File: src/rtl/core/lbc_pkg.sv
// ----------------------------------------------------------------------------
// lbc_pkg
// Shared types, sizes and codes for the 3x3 multi-filter line buffer
// convolution block.
// ----------------------------------------------------------------------------
`default_nettype none

package lbc_pkg;

    // Image and kernel geometry.
    localparam int MAX_WIDTH   = 64;
    localparam int MAX_HEIGHT  = 64;
    localparam int MAX_FILTERS = 4;
    localparam int KERNEL      = 3;
    localparam int TAPS        = KERNEL * KERNEL;

    // Field widths.
    localparam int PIX_W     = 16;
    localparam int PROD_W    = 2 * PIX_W;
    localparam int ACC_W     = 36;
    localparam int COL_W     = $clog2(MAX_WIDTH);
    localparam int ROW_W     = $clog2(MAX_HEIGHT);
    localparam int DIM_W     = 7;
    localparam int FC_W      = 3;
    localparam int FILT_W    = $clog2(MAX_FILTERS);
    localparam int TAP_SEL_W = 2;
    localparam int TAP_IDX_W = $clog2(TAPS);
    localparam int LINE_W    = (KERNEL - 1) * PIX_W;

    // Stream and configuration port widths.
    localparam int S_DATA_W  = 40;
    localparam int M_DATA_W  = 48;
    localparam int CFG_IDX_W = 2;
    localparam int CFG_DAT_W = DIM_W;

    // Result queue.
    localparam int FIFO_DEPTH = 8;
    localparam int FIFO_AW    = $clog2(FIFO_DEPTH);
    localparam int CNT_W      = FIFO_AW + 1;

    // Configuration register indexes.
    localparam logic [CFG_IDX_W-1:0] REG_IMAGE_WIDTH  = 2'd0;
    localparam logic [CFG_IDX_W-1:0] REG_IMAGE_HEIGHT = 2'd1;
    localparam logic [CFG_IDX_W-1:0] REG_FILTER_COUNT = 2'd2;

    // Register reset values and limits.
    localparam logic [DIM_W-1:0] RESET_WIDTH   = DIM_W'(8);
    localparam logic [DIM_W-1:0] RESET_HEIGHT  = DIM_W'(8);
    localparam logic [FC_W-1:0]  RESET_FILTERS = FC_W'(2);
    localparam logic [DIM_W-1:0] DIM_MIN       = DIM_W'(KERNEL);
    localparam logic [DIM_W-1:0] WIDTH_MAX     = DIM_W'(MAX_WIDTH);
    localparam logic [DIM_W-1:0] HEIGHT_MAX    = DIM_W'(MAX_HEIGHT);
    localparam logic [FC_W-1:0]  FILTERS_MIN   = FC_W'(1);
    localparam logic [FC_W-1:0]  FILTERS_MAX   = FC_W'(MAX_FILTERS);

    // Input word kinds carried in tuser.
    localparam logic FUNC_COEF  = 1'b0;
    localparam logic FUNC_PIXEL = 1'b1;

    typedef logic signed [PIX_W-1:0] pix_t;
    typedef pix_t pix_vec_t [TAPS];

    // Everything that rides along with a result besides its value.
    typedef struct packed {
        logic [FILT_W-1:0] channel;
        logic [ROW_W-1:0]  out_row;
        logic [COL_W-1:0]  out_col;
        logic              last;
    } res_meta_t;

    typedef struct packed {
        logic signed [ACC_W-1:0] value;
        res_meta_t               meta;
    } res_t;

endpackage

`default_nettype wire

File: src/rtl/core/lbc_out_fifo.sv
// ----------------------------------------------------------------------------
// lbc_out_fifo
// Result queue between the dot product pipeline and the output stream.
// Space is reserved upstream before a result enters the pipeline, so a
// push never finds the queue full.
// ----------------------------------------------------------------------------
`default_nettype none

module lbc_out_fifo
    import lbc_pkg::*;
(
    input  wire logic clk,
    input  wire logic rst_n,
    input  wire logic push,
    input  wire res_t push_data,
    input  wire logic pop,
    output logic      out_valid,
    output res_t      out_data
);

    res_t               fifo_mem [FIFO_DEPTH];
    logic [FIFO_AW-1:0] wr_ptr_reg, rd_ptr_reg;
    logic [CNT_W-1:0]   count_reg;

    // Storage.
    always_ff @(posedge clk)
    begin
        if (push)
        begin
            fifo_mem[wr_ptr_reg] <= push_data;
        end
    end

    // Pointers and fill level.
    always_ff @(posedge clk or negedge rst_n)
    begin
        if (!rst_n)
        begin
            wr_ptr_reg <= '0;
            rd_ptr_reg <= '0;
            count_reg  <= '0;
        end
        else
        begin
            if (push)
            begin
                wr_ptr_reg <= wr_ptr_reg + 1'b1;
            end
            if (pop)
            begin
                rd_ptr_reg <= rd_ptr_reg + 1'b1;
            end
            count_reg <= count_reg + CNT_W'(push) - CNT_W'(pop);
        end
    end

    assign out_valid = (count_reg != '0);
    assign out_data  = fifo_mem[rd_ptr_reg];

endmodule

`default_nettype wire

File: config.mk
export PLATFORM = sky130hd
export DESIGN_NAME = lbc_out_fifo
export DESIGN_NICKNAME = d
export VERILOG_FILES = /design/src/rtl/core/lbc_pkg.sv /design/src/rtl/core/lbc_out_fifo.sv
export SDC_FILE = /design/constraint.sdc
export NUM_CORES = 1
export LEC_CHECK = 0
export ABC_CLOCK_PERIOD_IN_PS = 5470
export BUFFER_PORTS_ARGS = -buffer_cell sky130_fd_sc_hd__buf_2
export CAP_MARGIN = 5
export CELL_PAD_IN_SITES_DETAIL_PLACEMENT = 1
export CELL_PAD_IN_SITES_GLOBAL_PLACEMENT = 2
export CORE_MARGIN = 2
export CORE_UTILIZATION = 48
export DETAILED_ROUTE_END_ITERATION = 8
export PLACE_DENSITY_LB_ADDON = 0.1
export SYNTH_ARGS = -nofsm -noshare
export SYNTH_HDL_FRONTEND = slang
export SYNTH_SLANG_ARGS = --single-unit
File: constraint.sdc
create_clock -name clk -period 5.47 [get_ports clk]
set_clock_uncertainty 0.15 [all_clocks]
set_input_delay 0.8205 -clock clk [delete_from_list [all_inputs] [get_ports clk]]
set_output_delay 0.8205 -clock clk [all_outputs]
set_load 0.005 [all_outputs]
==> summary.md <==
| Metric | Value |
|---|---|
| Top Metal Used | `met5` |
| Min cycle time layout | `3.961 ns` |
| Yosys top cell area share | `76.70%` |
| Synth warn | `0` |
| Final wirelength | `31800 microns` |
| Part of the cycle the worst path needs | `72.41%` |
| # Post-CTS Setup Buffers | `0` |
| Met2 routed WL | `15870 microns` |
| Area post-placement | `17070 sq um` |
| Mean area per synthesized cell | `24.88 sq um` |
| Hold path cells | `1` |
| Worst VDD drop | `0.3085 mV` |
| Post-cts resize count | `0` |
| Pint | `7047 uW` |
| Met3 wire len | `1606 microns` |
| Number of CTS-inserted buffers | `44` |
| Cell area power density | `528.0 nW/um^2` |
| Worst reg2reg setup slack | `3.09 ns` |
| Cell variety after synth | `22` |
| Mapped Area | `15970 sq um` |
| Reg clk slew, reported paths | `0.06 ns` |
| RSZ-0062 raised after global routing | `false` |
| TritonCTS clock tree | `done` |
| Ant. Diodes | `0` |
| H-tree Lvls | `2` |
| Latest clock arrival within the worst-skew pair | `0.54 ns` |
| Die Wd | `186.4 microns` |
| Vias after detailed routing | `6984` |
| # IOs | `107` |
| Worst EP required | `4.50 ns` |
| Post-synthesis sequential area ratio | `78.27%` |
| Fmax | `252.5 MHz` |
| Synth area leaders | `edfxtp_1, mux4_2, mux2_2` |
| Final count of hold timing violations | `0` |
| Syn_nets | `705` |
| MaxCap Viol Count | `0` |
| Hold-critical path endpoint | `fifo_mem[6][44]` |
| FP Rows | `66` |
| Final #Nets | `846` |
| Status | `complete, no violations` |
| Core ar. | `32620 sq um` |
| Vias in the first global route | `7858` |
| Via-to-Cell Ratio | `5.538` |
| Finished Core Util | `56.51%` |
| Hold Path Origin | `push_data[44]` |
| Post-route ant nets | `0` |
| Drt initial violations | `441` |
| CP Max Fanout | `36` |
| Final HPWL DP | `17180 microns` |
| Post-Layout Inst Area | `18430 sq um` |
| Setup_tns | `0 ns` |
| Crit path max-delay family | `flip-flops` |
| Synth area leader | `edfxtp_1` |
| Reg2reg end | `fifo_mem[6][32]` |
| Startpoint types | `register` |
| Critical path's slowest cell | `dfrtp_4` |
| Worst hold slack | `0.3990 ns` |
| Gate power share | `25.8%` |
| DR WL/cell | `25.21 microns` |
| Total Routing Usage GR | `18.90%` |
| Initial Util | `48.97%` |
| Highest cell delay on the worst timing path | `0.89 ns` |
| PortBufs | `106` |
| Reg2reg path depth | `3` |
| RePlAce Congestion | `0.6743` |
| Pins over their slew limit | `0` |
| Post-synthesis cell count | `642` |
| Final setup violation count | `0` |
| HP Class | `in -> reg` |
| DRC | `0` |
| Leak | `0.006094 uW` |
| Critical path capture point type | `output pin` |
| Relative slew slack | `26.31%` |
| Reg2reg start | `wr_ptr_reg[0]` |
| Fraction of layout cells with a size suffix above 1 | `39.80%` |
| Sw Ratio | `27.59%` |
| Switch Pwr | `2686 uW` |
| CP bufs+invs | `2` |
| Max reg flops | `408` |
| First-pass GRT wire length | `48850 microns` |
| Clock power share | `28.6%` |
| CP Class | `reg -> out` |
| Met1 WL | `13860 microns` |
| Clk sinks | `418` |
| Maximum root-to-sink buffer count | `3` |
| Largest net degree at the start of global routing | `63` |
| #FFs+latches synth | `418` |
| Grt total ovfl | `0` |
| CP Cell Sequence | `buf_4 > mux4_1 > mux2_2 > buf_2` |
| Initial antenna violation count | `3` |
| Height of the die | `186.4 microns` |
| Area delta synth->final | `15.41%` |
| Worst-margin pin slew | `1.103 ns` |
| CP arrival | `2.99 ns` |
| DRT Pass-1 Iters | `4` |
| DIE AREA | `34750 sq um` |
| Hold-fix buffers at CTS | `1` |
| Clock root buffer | `clkbuf_16` |
| Sequential Power Share | `45.6%` |
layout by cell type (no fill, tap or decap), drive strengths merged, types with 2 or more instances in the layout:
cell type,count
xor2,3
nor3,2
edfxtp,408
nand2b,3
inv,11
buf,123
dfrtp,10
mux4,102
nand2,4
mux2,53
ha,7
clkinv,9
xnor2,3
nor2,6
clkbuf,69
cells by family (layout without fill, tap and decap cells):
group	after synthesis	count (layout)	share of synthesized area (%)
muxes	155	155	18.59
AOI/OAI and AO/OA	2	2	0.07832
xor gates and xnor gates	6	6	0.3291
DFF	418	418	78.27
buffers and inverters	37	214	1.614
adders and majority gates	8	8	0.6736
and+or+nand+nor	16	16	0.4464
final cells by class:
| cell class | instances | area (sq um) |
|---|---|---|
| clock buffers | 69 | 1256 |
| clock inverters | 13 | 95.09 |
| fillers | 2749 | 14180 |
| inverters | 8 | 30.03 |
| multi-input cells | 187 | 3268 |
| flip-flops and latches | 418 | 12510 |
| well taps | 442 | 553.0 |
| repair buffers | 124 | 718.2 |
worst reg2reg max path, delay by kind of cell (launching register included):
kind | cells | cell delay [ns]
simple gates | 2 | 1.11
buf+inv | 1 | 0.32
flops | 1 | 0.47
layer usage:
layer / up-vias / global-route usage, %
li1: 3035 / -
met1: 3739 / 25.81
met2: 161 / 31.76
met3: 43 / 3.950
met4: 6 / 4.123
met5: - / 0
Yosys cell counts (all sizes together):
cell type,n
nand2b,3
clkbuf,8
nand3,1
fa,1
mux2,53
nor2,6
edfxtp,408
a21oi,1
buf,21
a21o,1
xor2,3
nand2,4
ha,7
nor3,2
xnor2,3
dfrtp,10
inv,8
mux4,102
per-stage QoR:
stage                     setup WS [ns]  instances  total power [uW]
after detailed placement          2.008       1178              7096
after floorplan                  0.4035        642              6162
final                             1.509       1261              9733
after global placement            2.033       1178              6994
after CTS                         1.416       1261              9899
after global routing              1.285       1261             10200
power by group through the flow:
stage / Clock (uW) / Sequential (uW) / Combinational, uW
2_1_floorplan: 0 / 4200 / 1960
3_3_place_gp: 0 / 4480 / 2510
3_5_place_dp: 0 / 4520 / 2570
4_1_cts: 2850 / 4460 / 2590
5_1_grt: 2970 / 4500 / 2730
6_report: 2780 / 4440 / 2510
worst max path at each step:
stage,from,slack [ns],depth (start not counted),end
3_5_place_dp,rd_ptr_reg[0],2.01,4,out_data[25]
6_report,rd_ptr_reg[0],1.51,4,out_data[25]
5_1_grt,rd_ptr_reg[0],1.29,4,out_data[26]
3_3_place_gp,rd_ptr_reg[0],2.03,4,out_data[26]
2_1_floorplan,push,0.40,2,fifo_mem[0][0]
4_1_cts,rd_ptr_reg[0],1.42,4,out_data[25]
(Power assumes the default switching activity.)
