File: src/rtl/core/lbc_pkg.sv
// ----------------------------------------------------------------------------
// lbc_pkg
// Shared types, sizes and codes for the 3x3 multi-filter line buffer
// convolution block.
// ----------------------------------------------------------------------------
`default_nettype none

package lbc_pkg;

    // Image and kernel geometry.
    localparam int MAX_WIDTH   = 64;
    localparam int MAX_HEIGHT  = 64;
    localparam int MAX_FILTERS = 4;
    localparam int KERNEL      = 3;
    localparam int TAPS        = KERNEL * KERNEL;

    // Field widths.
    localparam int PIX_W     = 16;
    localparam int PROD_W    = 2 * PIX_W;
    localparam int ACC_W     = 36;
    localparam int COL_W     = $clog2(MAX_WIDTH);
    localparam int ROW_W     = $clog2(MAX_HEIGHT);
    localparam int DIM_W     = 7;
    localparam int FC_W      = 3;
    localparam int FILT_W    = $clog2(MAX_FILTERS);
    localparam int TAP_SEL_W = 2;
    localparam int TAP_IDX_W = $clog2(TAPS);
    localparam int LINE_W    = (KERNEL - 1) * PIX_W;

    // Stream and configuration port widths.
    localparam int S_DATA_W  = 40;
    localparam int M_DATA_W  = 48;
    localparam int CFG_IDX_W = 2;
    localparam int CFG_DAT_W = DIM_W;

    // Result queue.
    localparam int FIFO_DEPTH = 8;
    localparam int FIFO_AW    = $clog2(FIFO_DEPTH);
    localparam int CNT_W      = FIFO_AW + 1;

    // Configuration register indexes.
    localparam logic [CFG_IDX_W-1:0] REG_IMAGE_WIDTH  = 2'd0;
    localparam logic [CFG_IDX_W-1:0] REG_IMAGE_HEIGHT = 2'd1;
    localparam logic [CFG_IDX_W-1:0] REG_FILTER_COUNT = 2'd2;

    // Register reset values and limits.
    localparam logic [DIM_W-1:0] RESET_WIDTH   = DIM_W'(8);
    localparam logic [DIM_W-1:0] RESET_HEIGHT  = DIM_W'(8);
    localparam logic [FC_W-1:0]  RESET_FILTERS = FC_W'(2);
    localparam logic [DIM_W-1:0] DIM_MIN       = DIM_W'(KERNEL);
    localparam logic [DIM_W-1:0] WIDTH_MAX     = DIM_W'(MAX_WIDTH);
    localparam logic [DIM_W-1:0] HEIGHT_MAX    = DIM_W'(MAX_HEIGHT);
    localparam logic [FC_W-1:0]  FILTERS_MIN   = FC_W'(1);
    localparam logic [FC_W-1:0]  FILTERS_MAX   = FC_W'(MAX_FILTERS);

    // Input word kinds carried in tuser.
    localparam logic FUNC_COEF  = 1'b0;
    localparam logic FUNC_PIXEL = 1'b1;

    typedef logic signed [PIX_W-1:0] pix_t;
    typedef pix_t pix_vec_t [TAPS];

    // Everything that rides along with a result besides its value.
    typedef struct packed {
        logic [FILT_W-1:0] channel;
        logic [ROW_W-1:0]  out_row;
        logic [COL_W-1:0]  out_col;
        logic              last;
    } res_meta_t;

    typedef struct packed {
        logic signed [ACC_W-1:0] value;
        res_meta_t               meta;
    } res_t;

endpackage

`default_nettype wire

File: src/rtl/core/lbc_tap_mem.sv
// ----------------------------------------------------------------------------
// lbc_tap_mem
// Filter tap store: one row of nine taps per filter. Single taps are
// written; a whole row is read through registers. Per-tap valid bits
// make never-loaded taps read as zero after reset.
// ----------------------------------------------------------------------------
`default_nettype none

module lbc_tap_mem
    import lbc_pkg::*;
(
    input  wire logic                 clk,
    input  wire logic                 rst_n,
    input  wire logic                 wr_en,
    input  wire logic [FILT_W-1:0]    wr_filter,
    input  wire logic [TAP_IDX_W-1:0] wr_tap,
    input  wire pix_t                 wr_data,
    input  wire logic                 rd_en,
    input  wire logic [FILT_W-1:0]    rd_filter,
    output pix_vec_t                  rd_taps
);

    pix_t            tap_mem [MAX_FILTERS][TAPS];
    logic [TAPS-1:0] tap_vld_reg [MAX_FILTERS];
    pix_vec_t        rd_row_reg;
    logic [TAPS-1:0] rd_vld_reg;

    // Tap write port.
    always_ff @(posedge clk)
    begin
        if (wr_en)
        begin
            tap_mem[wr_filter][wr_tap] <= wr_data;
        end
    end

    // Valid bits, cleared by reset.
    always_ff @(posedge clk or negedge rst_n)
    begin
        if (!rst_n)
        begin
            for (int f = 0; f < MAX_FILTERS; f++)
            begin
                tap_vld_reg[f] <= '0;
            end
        end
        else if (wr_en)
        begin
            tap_vld_reg[wr_filter][wr_tap] <= 1'b1;
        end
    end

    // Row read port.
    always_ff @(posedge clk or negedge rst_n)
    begin
        if (!rst_n)
        begin
            rd_vld_reg <= '0;
        end
        else if (rd_en)
        begin
            rd_vld_reg <= tap_vld_reg[rd_filter];
        end
    end

    always_ff @(posedge clk)
    begin
        if (rd_en)
        begin
            rd_row_reg <= tap_mem[rd_filter];
        end
    end

    // A tap that was never loaded reads as zero.
    always_comb
    begin
        for (int k = 0; k < TAPS; k++)
        begin
            rd_taps[k] = rd_vld_reg[k] ? rd_row_reg[k] : '0;
        end
    end

endmodule

`default_nettype wire

File: config.mk
export PLATFORM = sky130hd
export DESIGN_NAME = lbc_tap_mem
export DESIGN_NICKNAME = d
export VERILOG_FILES = /design/src/rtl/core/lbc_pkg.sv /design/src/rtl/core/lbc_tap_mem.sv
export SDC_FILE = /design/constraint.sdc
export NUM_CORES = 1
export LEC_CHECK = 0
export BUFFER_PORTS_ARGS = -buffer_cell sky130_fd_sc_hd__buf_2
export CORE_MARGIN = 2
export CORE_UTILIZATION = 40
export CTS_BUF_LIST = sky130_fd_sc_hd__clkbuf_4
export DETAILED_ROUTE_END_ITERATION = 6
export SYNTH_ARGS = -nofsm -noshare
export SYNTH_HDL_FRONTEND = slang
export SYNTH_SLANG_ARGS = --single-unit
File: constraint.sdc
create_clock -name clk -period 1.7 [get_ports clk]
set_clock_uncertainty 0.15 [all_clocks]
set_input_delay 0.085 -clock clk [delete_from_list [all_inputs] [get_ports clk]]
set_output_delay 0.085 -clock clk [all_outputs]
set_load 0.02 [all_outputs]
==> results.md, run 1 <==
- Share of the yosys chip area belonging to registers: 80.3%
- Combined global-route utilization of all metal layers: 17.5%
- Clock buffer depth: 3
- Starting density of the core: 40.5%
- Area of the die: 73000 um2
- Cell count after synthesis: 1278
- Accumulated negative setup slack: -60.28 ns
- Largest stage delay on the critical path: 0.48 ns
- Routed len/inst: 22.3 um
- Synthesized cell area: 28300 um2
- Count of yosys warnings during synthesis: 0
- Synthesis-stage register bit count: 765
- TritonCTS Sinks: 765
- Design area: 36000 um2
- TritonCTS clock tree: built
- Fraction of final layout cells sized beyond drive strength 1: 47.1%
- Clk root buf: sky130_fd_sc_hd__clkbuf_4
- Final setup viols: 272
- Largest net degree at the start of global routing: 45
- Required time worst endpoint: 1.46 ns
- Shortest clock period the worst path allows after layout: 2.16 ns
- Antenna violations before repair: 2
- Area grow syn2layout: 26.9%
- Count of distinct cell types in the synthesized netlist: 22
- Type of origin of the critical path: flip-flop
- Max reg flops: 576
- Rel. slew slack: 28.1%
- CP delay by family, top: flip-flops
- Final count of hold timing violations: 0
- Routed wire length: 62700 um
- Buffers added on ports: 171
- Count of flip-flops with a built-in enable after synthesis: 720
- TritonCTS buffer count: 187
- Gp weighted congestion: 0.719
- Initial DRT Pass Iterations: 5
- Starting DRT DRC Count: 959
- Max Freq: 463 MHz
- Hold Crit Class: input pin to flip-flop
- Violations in the final reports: negative setup slack
- Synth cell count leaders: sky130_fd_sc_hd__edfxtp_1 (720), sky130_fd_sc_hd__and2_1 (144), sky130_fd_sc_hd__mux4_2 (144)
- Top fanout value on the critical path: 11
- IO Pins: 172
- Detailed Place HPWL: 36200 um
- Cell types occupying the most area after synthesis: sky130_fd_sc_hd__edfxtp_1 (76%), sky130_fd_sc_hd__mux4_2 (11%), sky130_fd_sc_hd__dfrtp_1 (4.0%)
- Chip Width: 270 um
- Core footprint: 70000 um2
- Vias per Instance: 4.96
- Worst-skew pair later-pin latency: 0.98 ns
- Worst-case vdd ir drop: 0.000571 V
- Via count: 14.0k
- Proportion of netlist area held by the largest area contributor: 76.3%
- Async set-or-reset flop fraction in the synthesized netlist: 5.88%
- Drc violations: 0
- Clock-pin slew on the worst setup and hold paths: 0.07 ns
- Slack of the worst reg-to-reg path: 0.34 ns
- Ys flop type: sky130_fd_sc_hd__edfxtp_1
- Total buffers and inverters traversed by the critical path: 2
- Number of nets in the layout: 1761
- Placement row count: 97
- Unrepaired setup endpoints after global routing: yes
- Min Hold Slack: 0.0590 ns
- Gr ovfl total: 0
- Cell accounting for the most synthesized area: sky130_fd_sc_hd__edfxtp_1
- Placement-stage cell area: 31800 um2
- Type of the setup path with the least slack: flip-flop to primary output
- Number of global-route vias before repair: 14.9k
- Actual slew at the worst max-slew pin: 1.07 ns
- First-pass GRT wire length: 93600 um
- Nature of the critical path endpoint: primary output
- Data arrival time of the critical path: 1.92 ns
- Synth Area per Inst: 22.2 um2
- Master of the slowest instance on the critical path: sky130_fd_sc_hd__dfrtp_2
- Number of max-slew violations in the final report: 0
- Least setup slack across all paths after layout: -0.458 ns
- Total number of H-tree levels: 4
- Vertical extent of the die: 270 um
- Max-Cap Viols: 0
- Total power per unit cell area: 1080 nW/um2
- Leak pwr: 0.0128 uW
- Cell-by-cell listing of the critical path: buf_12 -> and2_1 -> buf_2
- Antenna viol nets, final: 0
- Final worst path period share: 127%
- Outcome: finished with violations
- Post-Syn Nets: 1306
- Most instantiated library cell after synthesis: sky130_fd_sc_hd__edfxtp_1
-- through the flow --
step / utilization, % / std cells / power (uW) / setup slack (ns)
finish: 51.3 / 2816 / 38800 / -0.458
global route: 51.3 / 2814 / 40500 / -0.602
CTS: 51.1 / 2805 / 39400 / -0.609
detailed placement: 45.5 / 2410 / 24000 / -0.119
global placement: 45.5 / 2410 / 24000 / -0.102
floorplan: - / 1278 / 22800 / -0.0880
-- final timing paths --
check	from	end	cells after the start
worst min-delay path	wr_tap[0]	tap_vld_reg[35]	5
worst max-delay path	rd_vld_reg[6]	rd_taps[38]	3
worst min register to register	tap_vld_reg[25]	tap_vld_reg[25]	2
max in group asynchronous	rst_n	rd_vld_reg[7]	3
min in group asynchronous	rst_n	rd_vld_reg[6]	3
worst max register to register	tap_vld_reg[3]	tap_vld_reg[3]	3
-- worst register-to-register path: stages, from the launching register on --
cell                            delay [ns]
sky130_fd_sc_hd__dfrtp_1              0.38
sky130_fd_sc_hd__inv_1                0.07
sky130_fd_sc_hd__o31ai_2              0.06
sky130_fd_sc_hd__dlygate4sd3_1        0.57
-- layer usage --
metal  global-route usage, %  up-vias  share of wire (%)
met5                       0        -                  0
li1                        -     6210                  -
met3                    4.52       67                5.1
met1                    22.7     7292                 42
met4                    5.64        0                1.8
met2                    29.0      409                 51
-- kinds of logic (layout without fill, tap and decap cells) --
group / Yosys count / after routing / synth area share [%]
buffers and inverters: 104 / 697 / 1.91
other: 0 / 5 / 0
AND/OR/NAND/NOR: 202 / 202 / 4.32
multiplexers: 162 / 162 / 12.1
flip-flops: 765 / 765 / 80.3
AO/OA/AOI/OAI: 45 / 45 / 1.39
-- area by class of cell --
class	count	area, um2
sequential	765	22800
inverter	37	139
tap	940	1180
fill	5688	34100
timing repair buffer	333	3820
clock inverter	66	359
clock buffer	261	1960
antenna	5	12.5
multi-input combinational	409	5730
-- power breakdown --
| part | leakage, uW | total (uW) | internal (uW) | switching (uW) |
|---|---|---|---|---|
| registers | 0.00700 | 21100 | 21000 | 122 |
| clock network | 0.00137 | 14500 | 7550 | 6990 |
| logic | 0.00439 | 3210 | 1490 | 1720 |
-- cells in the final DEF, fill, tap and decap left out, types with 4 or more instances in the layout --
master / n
sky130_fd_sc_hd__and2_1: 37
sky130_fd_sc_hd__and2_4: 107
sky130_fd_sc_hd__buf_12: 66
sky130_fd_sc_hd__buf_2: 56
sky130_fd_sc_hd__buf_4: 37
sky130_fd_sc_hd__buf_6: 123
sky130_fd_sc_hd__clkbuf_4: 261
sky130_fd_sc_hd__clkinv_1: 46
sky130_fd_sc_hd__clkinv_2: 10
sky130_fd_sc_hd__clkinvlp_4: 4
sky130_fd_sc_hd__dfrtp_1: 36
sky130_fd_sc_hd__dfrtp_2: 9
sky130_fd_sc_hd__diode_2: 5
sky130_fd_sc_hd__dlygate4sd3_1: 45
sky130_fd_sc_hd__edfxtp_1: 720
sky130_fd_sc_hd__inv_1: 37
sky130_fd_sc_hd__mux2i_1: 18
sky130_fd_sc_hd__mux4_2: 144
sky130_fd_sc_hd__nand2b_1: 11
sky130_fd_sc_hd__nor3_4: 36
sky130_fd_sc_hd__o221ai_1: 9
sky130_fd_sc_hd__o31ai_1: 26
sky130_fd_sc_hd__o31ai_2: 10
-- repair_timing --
| action | 4_1_cts | 5_1_grt |
|---|---|---|
| endpoints found under the hold margin | 1530 | 110 |
| buffers inserted | 17 | 7 |
| hold buffers | 49 | 1 |
| cloned | 2 | 2 |
| pin swaps | 3 | 5 |
| endpoints found under the setup margin | 144 | 223 |
| gates resized for setup | 332 | 28 |
Power figures use the tool's default switching activity.
==> inputs of run 2 (changes only) <==
- CORE_UTILIZATION: 40 -> 39
==> results.md, run 2 (synthesis gave the netlist of run 1 again) <==
- Largest net degree at the start of global routing: 49 (+8.9%)
- Worst-skew pair later-pin latency: 0.97 ns (about the same)
- Number of max-slew violations in the final report: 0 (unchanged)
- Switching share of power: 22.7% (-0.079 points)
- Rel. slew slack: 29.8% (+1.6 points)
- First-pass GRT wire length: 94400 um (+0.80%)
- Placement row count: 98 (+1.0%)
- Nature of the critical path endpoint: primary output
- TritonCTS clock tree: built
- Gr ovfl total: 0 (unchanged)
- Largest stage delay on the critical path: 0.41 ns (-0.07 ns)
- Final count of hold timing violations: 0 (unchanged)
- Hold Crit Class: input pin to flip-flop
- Chip Width: 274 um (+1.3%)
- Clock buffer depth: 3 (unchanged)
- Fraction of final layout cells sized beyond drive strength 1: 48.4% (+1.3 points)
- Clk root buf: sky130_fd_sc_hd__clkbuf_4
- Number of nets in the layout: 1793 (+1.8%)
- Combinational cell fraction of total power: 8.8% (+0.5 points)
- TritonCTS buffer count: 187 (unchanged)
- Max-Cap Viols: 0 (unchanged)
- Total power per unit cell area: 1060 nW/um2 (-1.6%)
- Max reg flops: 576 (unchanged)
- Internal power contribution: 30000 uW (about the same)
- Drc violations: 0 (unchanged)
- Unrepaired setup endpoints after global routing: yes
- Final setup viols: 288 (+5.9%)
- Vias per Instance: 4.98 (+0.26%)
- Master of the slowest instance on the critical path: sky130_fd_sc_hd__dfrtp_2
- Commonest non-fill, non-tap cell in the layout: sky130_fd_sc_hd__edfxtp_1
- Core footprint: 71700 um2 (+2.4%)
- Outcome: finished with violations
- Clock-pin slew on the worst setup and hold paths: 0.07 ns (about the same)
- Antenna viol nets, final: 0 (unchanged)
- Antenna violations before repair: 2 (unchanged)
- Final worst path period share: 127% (+0.20 points)
- Starting density of the core: 39.5% (-0.96 points)
- Initial DRT Pass Iterations: 6 (+1)
- TritonCTS Sinks: 765 (unchanged)
- Data arrival time of the critical path: 1.93 ns (about the same)
- Type of origin of the critical path: flip-flop
- Detailed Place HPWL: 36800 um (+1.6%)
- Net switching power figure: 8790 uW (-0.51%)
- Violations in the final reports: negative setup slack
- Final core utilization: 50.8% (-0.50 points)
- Total number of H-tree levels: 4 (unchanged)
- Cell-by-cell listing of the critical path: buf_6 -> clkbuf_16 -> and2_4 -> buf_6
- Area of the die: 74800 um2 (+2.5%)
- Most used cell along the critical path: sky130_fd_sc_hd__buf_6
- Type of the setup path with the least slack: flip-flop to primary output
- Actual slew at the worst max-slew pin: 1.05 ns (-0.0241 ns)
- CP delay by family, top: buffers and inverters
- Buffers added on ports: 171 (unchanged)
- Power share of the clock group: 36.8% (-0.6 points)
- Leak pwr: 0.0130 uW (+2.1%)
- Required time worst endpoint: 1.46 ns (about the same)
- Leading cell types in the layout, fill and taps excluded: sky130_fd_sc_hd__edfxtp_1 (720), sky130_fd_sc_hd__clkbuf_4 (269), sky130_fd_sc_hd__mux4_2 (144)
- Starting DRT DRC Count: 817 (-15%)
- Vertical extent of the die: 274 um (+1.3%)
- Area grow syn2layout: 28.7%
- Least setup slack across all paths after layout: -0.461 ns (-0.00332 ns)
- Routed wire length: 64300 um (+2.6%)
- Max Freq: 463 MHz (-0.15%)
- Routed len/inst: 22.5 um (+1.3%)
- Placement-stage cell area: 32000 um2 (+0.41%)
- Gp weighted congestion: 0.735 (+2.2%)
- Shortest clock period the worst path allows after layout: 2.16 ns (+0.00332 ns)
- Sequential cell fraction of total power: 54.4% (about the same)
- Worst-case vdd ir drop: 0.000670 V (+17%)
- Number of global-route vias before repair: 15.1k (+1.2%)
- Via count: 14.2k (+1.5%)
- IO Pins: 172 (unchanged)
- Combined global-route utilization of all metal layers: 17.4% (-0.096 points)
- Top fanout value on the critical path: 5 (-6)
- Total buffers and inverters traversed by the critical path: 3 (+1)
- Design area: 36500 um2 (+1.4%)
run 2: what timing repair did:
item | in CTS | in global routing
buffers inserted | 17 | 18
hold buffers | 64 | 2
endpoints found under the setup margin | 144 | 231
gates cloned | 0 | 4
gates resized for setup | 268 | 131
pin swaps | 7 | 8
hold endpoints to repair | 1530 | 499
run 2: final timing paths:
check,startpoint,to,slack (ns),cells after the start
worst min register to register,tap_vld_reg[26],tap_vld_reg[26],0.32,2
worst max-delay path,rd_vld_reg[6],rd_taps[33],-0.46,4
worst max register to register,tap_mem[2][142],rd_row_reg[142],0.36,1
worst min-delay path,wr_tap[1],tap_vld_reg[34],0.1,5
max in group asynchronous,rst_n,rd_vld_reg[8],0.30,4
min in group asynchronous,rst_n,tap_vld_reg[32],0.28,3
run 2: routing by layer:
metal	GRT usage, %	vias up	wire length [um]	part of all wire (%)
met2	28.4	421	32300	50
met5	0	-	0	0
met1	22.9	7424	27000	42
met3	4.51	77	3830	6.0
li1	-	6271	-	-
met4	5.81	0	1080	1.7
run 2: power by group through the flow:
| stage | Combinational (uW) | Sequential, uW | Clock, uW |
|---|---|---|---|
| 2_1_floorplan | 1370 | 21400 | 0 |
| 3_3_place_gp | 2470 | 21500 | 0 |
| 3_5_place_dp | 2510 | 21500 | 0 |
| 4_1_cts | 3220 | 21100 | 14800 |
| 5_1_grt | 3620 | 21100 | 15800 |
| 6_report | 3410 | 21100 | 14300 |
run 2: area by class of cell:
class | count | area [um2]
Fill cell | 5829 | 35300
Sequential cell | 765 | 22800
Multi-Input combinational cell | 409 | 5780
Timing Repair Buffer | 365 | 4340
Clock buffer | 269 | 2020
Tap cell | 950 | 1190
Clock inverter | 53 | 239
Inverter | 37 | 139
Antenna cell | 4 | 10.0
run 2: through the flow:
step	std cells	hold WS [ns]	power [uW]	setup slack (ns)	setup TNS, ns
floorplan	1278	-0.361	22800	-0.0880	-13.73
global placement	2426	-0.0637	24000	-0.0905	-9.97
detailed placement	2426	-0.0494	24000	-0.0939	-11.28
CTS	2829	0.0106	39100	-0.619	-79.26
global route	2850	0.0280	40500	-0.600	-74.43
finish	2852	0.0971	38800	-0.461	-59.77
